[config.mk]
export PLATFORM = sky130hd
export DESIGN_NAME = ktc_ctrl
export DESIGN_NICKNAME = d
export VERILOG_FILES = /design/src/keyboard_text_console_assert.svh /design/src/ktc_pkg.sv /design/src/ktc_ctrl.sv
export SDC_FILE = /design/constraint.sdc
export NUM_CORES = 1
export LEC_CHECK = 0
export BUFFER_PORTS_ARGS = -buffer_cell sky130_fd_sc_hd__buf_2
export CORE_MARGIN = 2
export CORE_UTILIZATION = 46
export DETAILED_ROUTE_END_ITERATION = 6
export GPL_TIMING_DRIVEN = 0
export PLACE_DENSITY = 0.89
export REMOVE_ABC_BUFFERS = 1
export SETUP_SLACK_MARGIN = 0.2
export SYNTH_ARGS = -nofsm -noshare
export SYNTH_HDL_FRONTEND = slang
export SYNTH_SLANG_ARGS = --single-unit
[constraint.sdc]
create_clock -name clk_i -period 1.92 [get_ports clk_i]
set_clock_uncertainty 0.05 [all_clocks]
set_input_delay 0 -clock clk_i [delete_from_list [all_inputs] [get_ports clk_i]]
set_output_delay 0 -clock clk_i [all_outputs]
set_load 0.01 [all_outputs]
[src/keyboard_text_console_assert.svh]
// assertion macros used by the console datapath
`ifndef KEYBOARD_TEXT_CONSOLE_ASSERT_SVH
`define KEYBOARD_TEXT_CONSOLE_ASSERT_SVH

`ifndef SYNTH
`define KTC_ASSERT(lbl, prop) lbl: assert property (@(posedge clk_i) disable iff (!rst_ni) \
  prop) else $error("console assertion failed");
`define KTC_NEVER(lbl, cond) `KTC_ASSERT(lbl, !(cond))
`else
`define KTC_ASSERT(lbl, prop)
`define KTC_NEVER(lbl, cond)
`endif

`endif

[src/ktc_pkg.sv]
package ktc_pkg;

  localparam int COLUMNS    = 80;
  localparam int ROWS       = 25;
  localparam int CELL_COUNT = COLUMNS * ROWS;
  localparam int ADDR_W     = 11;
  localparam int COL_W      = $clog2(COLUMNS);
  localparam int TAB_W      = 3;
  localparam int TAB_STOP   = 4;

  localparam logic [7:0] SC_LSHIFT     = 8'h2A;
  localparam logic [7:0] SC_RSHIFT     = 8'h36;
  localparam logic [7:0] SC_LSHIFT_REL = 8'hAA;
  localparam logic [7:0] SC_RSHIFT_REL = 8'hB6;

  localparam logic [7:0] CH_NONE  = 8'h00;
  localparam logic [7:0] CH_BS    = 8'h08;
  localparam logic [7:0] CH_TAB   = 8'h09;
  localparam logic [7:0] CH_NL    = 8'h0A;
  localparam logic [7:0] CH_SPACE = 8'h20;

  localparam logic [7:0] ATTR_RESET = 8'h0E;
  localparam logic       REG_TEXT_ATTR = 1'b0;

  localparam logic [7:0] MAP_PLAIN [64] = '{
    8'h00, 8'h00, 8'h31, 8'h32, 8'h33, 8'h34, 8'h35, 8'h36,
    8'h37, 8'h38, 8'h39, 8'h30, 8'h2D, 8'h3D, 8'h08, 8'h09,
    8'h71, 8'h77, 8'h65, 8'h72, 8'h74, 8'h79, 8'h75, 8'h69,
    8'h6F, 8'h70, 8'h5B, 8'h5D, 8'h0A, 8'h00, 8'h61, 8'h73,
    8'h64, 8'h66, 8'h67, 8'h68, 8'h6A, 8'h6B, 8'h6C, 8'h3B,
    8'h27, 8'h60, 8'h00, 8'h5C, 8'h7A, 8'h78, 8'h63, 8'h76,
    8'h62, 8'h6E, 8'h6D, 8'h2C, 8'h2E, 8'h2F, 8'h00, 8'h2A,
    8'h00, 8'h20, 8'h00, 8'h00, 8'h00, 8'h00, 8'h00, 8'h00
  };

  localparam logic [7:0] MAP_UPPER [64] = '{
    8'h00, 8'h00, 8'h21, 8'h40, 8'h23, 8'h24, 8'h25, 8'h5E,
    8'h26, 8'h2A, 8'h28, 8'h29, 8'h5F, 8'h2B, 8'h08, 8'h09,
    8'h51, 8'h57, 8'h45, 8'h52, 8'h54, 8'h59, 8'h55, 8'h49,
    8'h4F, 8'h50, 8'h7B, 8'h7D, 8'h0A, 8'h00, 8'h41, 8'h53,
    8'h44, 8'h46, 8'h47, 8'h48, 8'h4A, 8'h4B, 8'h4C, 8'h3A,
    8'h22, 8'h7E, 8'h00, 8'h7C, 8'h5A, 8'h58, 8'h43, 8'h56,
    8'h42, 8'h4E, 8'h4D, 8'h3C, 8'h3E, 8'h3F, 8'h00, 8'h2A,
    8'h00, 8'h20, 8'h00, 8'h00, 8'h00, 8'h00, 8'h00, 8'h00
  };

  typedef enum logic [4:0] {
    OP_NONE,
    OP_LATCH,
    OP_CLR_WR,
    OP_SHIFT_SET,
    OP_SHIFT_CLR,
    OP_MEM_RD,
    OP_RD_DONE,
    OP_PUT,
    OP_PUT_SPACE,
    OP_BS,
    OP_NL,
    OP_TAB_INIT,
    OP_SCR_INIT,
    OP_SCR_RD,
    OP_SCR_WR,
    OP_BLANK_WR,
    OP_SCR_END,
    OP_RESULT
  } ktc_op_e;

  typedef struct packed {
    ktc_op_e op;
  } ktc_cmd_t;

  typedef struct packed {
    logic       idx_last;
    logic       idx_move_last;
    logic       put_wrap;
    logic       nl_wrap;
    logic       tab_zero;
    logic       out_free;
    logic       is_read;
    logic       addr_ok;
    logic [7:0] sc;
    logic [7:0] ch;
  } ktc_stat_t;

endpackage

[src/ktc_ctrl.sv]
module ktc_ctrl (
  input  logic              clk_i,
  input  logic              rst_ni,
  input  logic              in_valid_i,
  output logic              in_ready_o,
  input  ktc_pkg::ktc_stat_t stat_i,
  output ktc_pkg::ktc_cmd_t  cmd_o
);
  import ktc_pkg::*;

  typedef enum logic [3:0] {
    S_CLEAR,
    S_IDLE,
    S_DECODE,
    S_RD_WAIT,
    S_TAB,
    S_SCR_INIT,
    S_SCR_RD,
    S_SCR_WR,
    S_SCR_BLANK,
    S_SCR_END,
    S_RESULT
  } state_e;

  state_e state_q, state_d;

  assign in_ready_o = (state_q == S_IDLE);

  always_comb begin
    state_d    = state_q;
    cmd_o.op   = OP_NONE;
    unique case (state_q)
      S_CLEAR: begin
        cmd_o.op = OP_CLR_WR;
        if (stat_i.idx_last) state_d = S_IDLE;
      end
      S_IDLE: begin
        if (in_valid_i) begin
          cmd_o.op = OP_LATCH;
          state_d  = S_DECODE;
        end
      end
      S_DECODE: begin
        state_d = S_RESULT;
        if (stat_i.is_read) begin
          if (stat_i.addr_ok) begin
            cmd_o.op = OP_MEM_RD;
            state_d  = S_RD_WAIT;
          end
        end else if (stat_i.sc == SC_LSHIFT || stat_i.sc == SC_RSHIFT) begin
          cmd_o.op = OP_SHIFT_SET;
        end else if (stat_i.sc == SC_LSHIFT_REL || stat_i.sc == SC_RSHIFT_REL) begin
          cmd_o.op = OP_SHIFT_CLR;
        end else begin
          unique case (stat_i.ch)
            CH_NONE: cmd_o.op = OP_NONE;
            CH_BS:   cmd_o.op = OP_BS;
            CH_NL: begin
              cmd_o.op = OP_NL;
              if (stat_i.nl_wrap) state_d = S_SCR_INIT;
            end
            CH_TAB: begin
              cmd_o.op = OP_TAB_INIT;
              state_d  = S_TAB;
            end
            default: begin
              cmd_o.op = OP_PUT;
              if (stat_i.put_wrap) state_d = S_SCR_INIT;
            end
          endcase
        end
      end
      S_RD_WAIT: begin
        cmd_o.op = OP_RD_DONE;
        state_d  = S_RESULT;
      end
      S_TAB: begin
        if (stat_i.tab_zero) begin
          state_d = S_RESULT;
        end else begin
          cmd_o.op = OP_PUT_SPACE;
          if (stat_i.put_wrap) state_d = S_SCR_INIT;
        end
      end
      S_SCR_INIT: begin
        cmd_o.op = OP_SCR_INIT;
        state_d  = S_SCR_RD;
      end
      S_SCR_RD: begin
        cmd_o.op = OP_SCR_RD;
        state_d  = S_SCR_WR;
      end
      S_SCR_WR: begin
        cmd_o.op = OP_SCR_WR;
        state_d  = stat_i.idx_move_last ? S_SCR_BLANK : S_SCR_RD;
      end
      S_SCR_BLANK: begin
        cmd_o.op = OP_BLANK_WR;
        if (stat_i.idx_last) state_d = S_SCR_END;
      end
      S_SCR_END: begin
        cmd_o.op = OP_SCR_END;
        state_d  = S_TAB;
      end
      S_RESULT: begin
        if (stat_i.out_free) begin
          cmd_o.op = OP_RESULT;
          state_d  = S_IDLE;
        end
      end
      default: state_d = S_IDLE;
    endcase
  end

  always_ff @(posedge clk_i or negedge rst_ni) begin
    if (!rst_ni) begin
      state_q <= S_CLEAR;
    end else begin
      state_q <= state_d;
    end
  end

endmodule

* After elaboration in Yosys (flattened, before gate mapping)
Cells that the tools add are included.
** Word-level totals
- Register bits after elaboration :: 4
- Latch bits :: 0
- RAM bits :: 0
- Bits in read-only memories :: 0
- Input port bits :: 27
- Output and inout bits :: 6
- Word-level logic and storage cells :: 53
- Memories :: 0
** Cells by class
- $add $sub $neg :: 0
- $mul :: 0
- Divide/modulo/power cells :: 0
- $lt $le $gt $ge :: 0
- Equality and inequality tests :: 22
- Shift-type cells :: 0
- Multiplexer cells :: 24
- Bitwise operators :: 0
- Reductions and logical operators :: 6
** Operator list (number)
- 4-bit 2-to-1 mux :: 16
- 5-bit one-hot mux with 11 select lines :: 1
- 4-bit one-hot mux with 11 select lines :: 1
- 8-bit by 4-bit equality test with 1-bit output (second input constant) :: 3
- 4-bit by 3-bit equality test with 1-bit output (second input constant) :: 4
- 8-bit by 6-bit equality test with 1-bit output (second input constant) :: 2
- 8-bit equality test (second input constant) :: 2
- 4-bit one-hot mux with 4 select lines :: 1
- 4-bit equality test (second input constant) :: 3
- 4-bit one-hot mux with 3 select lines :: 1
- 5-bit 2-to-1 mux :: 2
- 4-bit by 2-bit equality test with 1-bit output (second input constant) :: 2
- 8-bit logical NOT :: 1
- 2-bit inequality test (second input constant) :: 4
- 5-bit AND reduction :: 1
- 4-bit by 1-bit equality test with 1-bit output (second input constant) :: 1
- 4-bit logical NOT :: 1
- 3-bit 2-to-1 mux :: 1
- 3-bit inequality test (second input constant) :: 1
- 1-bit logical OR :: 2
- 2-bit OR reduction :: 1
- 1-bit 2-to-1 mux :: 1

* Depth between registers and ports, before layout
- Depth after elaboration :: 7
- Gate-level depth with buffers :: 6
- Gate-level depth less buffers :: 4

* Worst setup path before layout
Ideal clock, no wire load.
- Kind :: register to output
- Start point :: register state_q[1]
- End point :: output cmd_o[0] (netlist name)
- Arrival time :: 1.414 ns
- Required time :: 1.870 ns
- Slack :: 0.456 ns
- Cell stages (with the launch flop) :: 6
- Path buffers :: 1
- Path through :: dfrtp_1 > clkbuf_1 > nand2b_1 > nor3_1 > o21ai_0 > o311ai_1
** RTL lines
- start: declaration :: line ktc_ctrl.sv:25 : state_e state_q, state_d;
- start signal: assignment :: line ktc_ctrl.sv:119 : state_q <= state_d;
- end: declaration :: line ktc_ctrl.sv:7 : output ktc_pkg::ktc_cmd_t cmd_o

==> results.py <==
metrics = {
    "drt": {
        "drt-total-wl_um": 2160,
        "dr.first_iter.drc_count": 50,
        "viasPerCell": 6.13,
        "drc": 0,
        "first_pass_iters": 4,
        "route.vias.total": 974,
        "antenna_left": 0,
        "wl_per_cell_um": 13.6,
    },
    "floorplan": {
        "rows": 14,
        "die_y_um": 44.0,
        "ios": 33,
        "die_w_um": 44.0,
        "start_util": 0.488,
        "die_area_mm2": 0.00193,
        "core_mm2": 0.00151,
    },
    "synthesis": {
        "ys_async_sr_fraction": 1.00,
        "synthAdderAreaFrac": 0,
        "yosysSeqAreaShare": 0.136,
        "synth_area_leaders": "dfrtp_1 (14%), nand2b_1 (6.8%), nand2_1 (5.6%)",
        "synthMuxAreaShare": 0.0136,
        "synth_top_cell_area_share": 0.136,
        "syn-cell-area_um2": 734,
        "synth_xor_area_frac": 0.0119,
        "synth_edf_count": 0,
        "synth_cells": 106,
        "synthFlopType": "dfrtp_1",
        "ys_ff_latch": 4,
        "synth_cell_types": 45,
        "syn_avg_cell_area_um2": 6.93,
        "synth_top_cell_by_area": "dfrtp_1",
        "synth_simple_gate_area_frac": 0.380,
        "synth_top_family_by_area": "compound AO/OA/AOI/OAI gates",
        "synth_compound_area_frac": 0.400,
        "yosysWarnings": 0,
    },
    "placed_design": {
        "hpwl_um": 1570,
        "numPortBuffers": 32,
        "place_congestion": 0.907,
        "place_inst": 147,
    },
    "clocking": {
        "cts_root_buf": "clkbuf_4",
        "clk_pin_slew_ps": 40,
        "cts_tree": "yes",
        "clkSinkCount": 4,
        "cts-buffers-inserted": 3,
        "clk_path_buf_depth": 2,
        "htree_num_levels": 1,
        "insertion_delay_ps": 230,
    },
    "pwr": {
        "power_density_mw_per_mm2": 1200,
        "p_leak_nw": 0.467,
        "max-vdd-ir-drop_mv": 0.621,
    },
    "grt": {
        "grt_overflow_total": 0,
        "antenna_found_initial": 0,
        "grt_pass1_wl_um": 3450,
        "grt_max_degree": 21,
        "grt_usage": 0.226,
        "grt_pass1_vias": 852,
    },
    "critical_path": {
        "r2r-start": "state_q[1]",
        "worst-path-max-fanout": 9,
        "crit_type": "flip-flop to output pin",
        "regToRegSetupSlack_ps": 340,
        "start_kind": "flip-flop",
        "reg2reg_to": "state_q[0]",
        "crit_required_ps": 1870,
        "reg2regPathDepth": 5,
        "arrival_ps": 1570,
        "critPathCaptureType": "output pin",
    },
    "status": {
        "status": "finished clean",
    },
    "sta": {
        "timing.slew.headroom": 0.592,
        "hold_violations": 0,
        "finalSetupViolations": 0,
        "slew_viol_final": 0,
        "min_period_ps": 1620,
        "timing.fmax_mhz": 618,
        "timing.final.crit_share": 0.843,
        "whs_ps": 56.4,
        "tns_ps": 0,
        "rsz0062_at_grt": "false",
        "worst_pin_slew_ps": 611,
    },
    "layout": {
        "regMostFlops": "state_q",
        "fin_cells": 159,
        "largest_reg_flops": 4,
        "area_growth_pct": 36.6,
        "drive_gt1_frac": 0.371,
        "fin_nets": 172,
        "antenna-diode-count": 0,
        "reg.largest.list": "state_q: 4 flops",
    },
    "job": {
        "cap_violations": 0,
    },
    "worst_hold_path": {
        "hp-class": "input port to asynchronous set/reset pin",
    },
}
## through the flow
step | utilization | instance area [um^2] | setup WS [ps] | power (mW)
4_1_cts | 0.631 | 951 | 202 | 1.10
3_3_place_gp | 0.589 | 887 | 132 | 0.914
2_1_floorplan | - | 707 | 398 | 0.705
5_1_grt | 0.666 | 1000 | 208 | 1.32
6_report | 0.666 | 1000 | 302 | 1.20
3_5_place_dp | 0.589 | 887 | 80.3 | 0.933
## how the worst max path moves through the flow
stage | from | end | slack [ps]
finish | state_q[3] | cmd_o[0] | 300
floorplan | state_q[1] | cmd_o[0] | 400
detailed placement | state_q[1] | cmd_o[0] | 80
global route | state_q[0] | cmd_o[0] | 210
global placement | state_q[1] | cmd_o[0] | 130
CTS | state_q[1] | cmd_o[0] | 200
## cell type report
| class | count | area [um^2] |
|---|---|---|
| clock buffers | 3 | 22.5 |
| flip-flops and latches | 4 | 105 |
| inverters | 4 | 15.0 |
| multi-input cells | 91 | 611 |
| repair buffers | 41 | 230 |
| fillers | 129 | 503 |
| well taps | 16 | 20.0 |
## power breakdown
| group | total [mW] | internal [mW] | switching (mW) | leakage (nW) |
|---|---|---|---|---|
| clock | 0.105 | 0.0700 | 0.0351 | 0.0138 |
| sequential | 0.192 | 0.131 | 0.0612 | 0.0453 |
| combinational | 0.906 | 0.439 | 0.467 | 0.408 |
| total | 1.20 | 0.640 | 0.563 | 0.467 |
## cell usage in the layout, fill, tap and decap left out, types with 3 or more instances in the layout
| cell type | n |
|---|---|
| a21oi_1 | 5 |
| buf_2 | 32 |
| buf_4 | 7 |
| clkbuf_4 | 4 |
| dfrtp_2 | 4 |
| inv_1 | 4 |
| nand2_1 | 11 |
| nand2b_1 | 7 |
| nand3_1 | 3 |
| nor2_1 | 8 |
| nor3_1 | 3 |
| o211ai_1 | 4 |
| o21ai_0 | 7 |
| or3_1 | 3 |
## repair_timing
item                                   CTS  global route
endpoints found under the hold margin    4             0
cloned                                   0             0
setup endpoints to repair                5             2
pin swaps                                1             0
setup buffers                            1             7
resized for setup                        9             0
hold buffers                             1             0
## critical path, cell delays in order, from the launching register on
cell      delay (ps)
dfrtp_2          460
buf_4            180
nand3b_1         160
a21oi_1          150
o21bai_1         100
o311ai_1          90
buf_2            180
## metal layers
layer,track usage,share of wire,wire length [um],vias up
li1,-,-,-,481
met1,0.307,0.43,934,448
met2,0.379,0.50,1090,45
met3,0.0208,0.063,136,0
met4,0.0606,0,0,0
met5,0,0,0,-
## kinds of logic after synthesis
logic type | Yosys count
AND/OR/NAND/NOR | 51
multiplexers | 1
flip-flops | 4
XOR/XNOR | 1
AO/OA/AOI/OAI | 38
buffers and inverters | 11
## synthesized netlist by cell type, types with 2 or more instances
master	instances
and2_1	2
nor2_1	8
nor2b_1	2
a221o_1	2
o21bai_1	2
nor3_1	4
clkbuf_1	6
nand2b_1	8
dfrtp_1	4
nand2_1	11
inv_1	4
o211ai_1	4
or3_1	3
a21oi_1	5
nand3_1	3
o21ai_0	8
and3_1	2
Power figures use the tool's default switching activity.
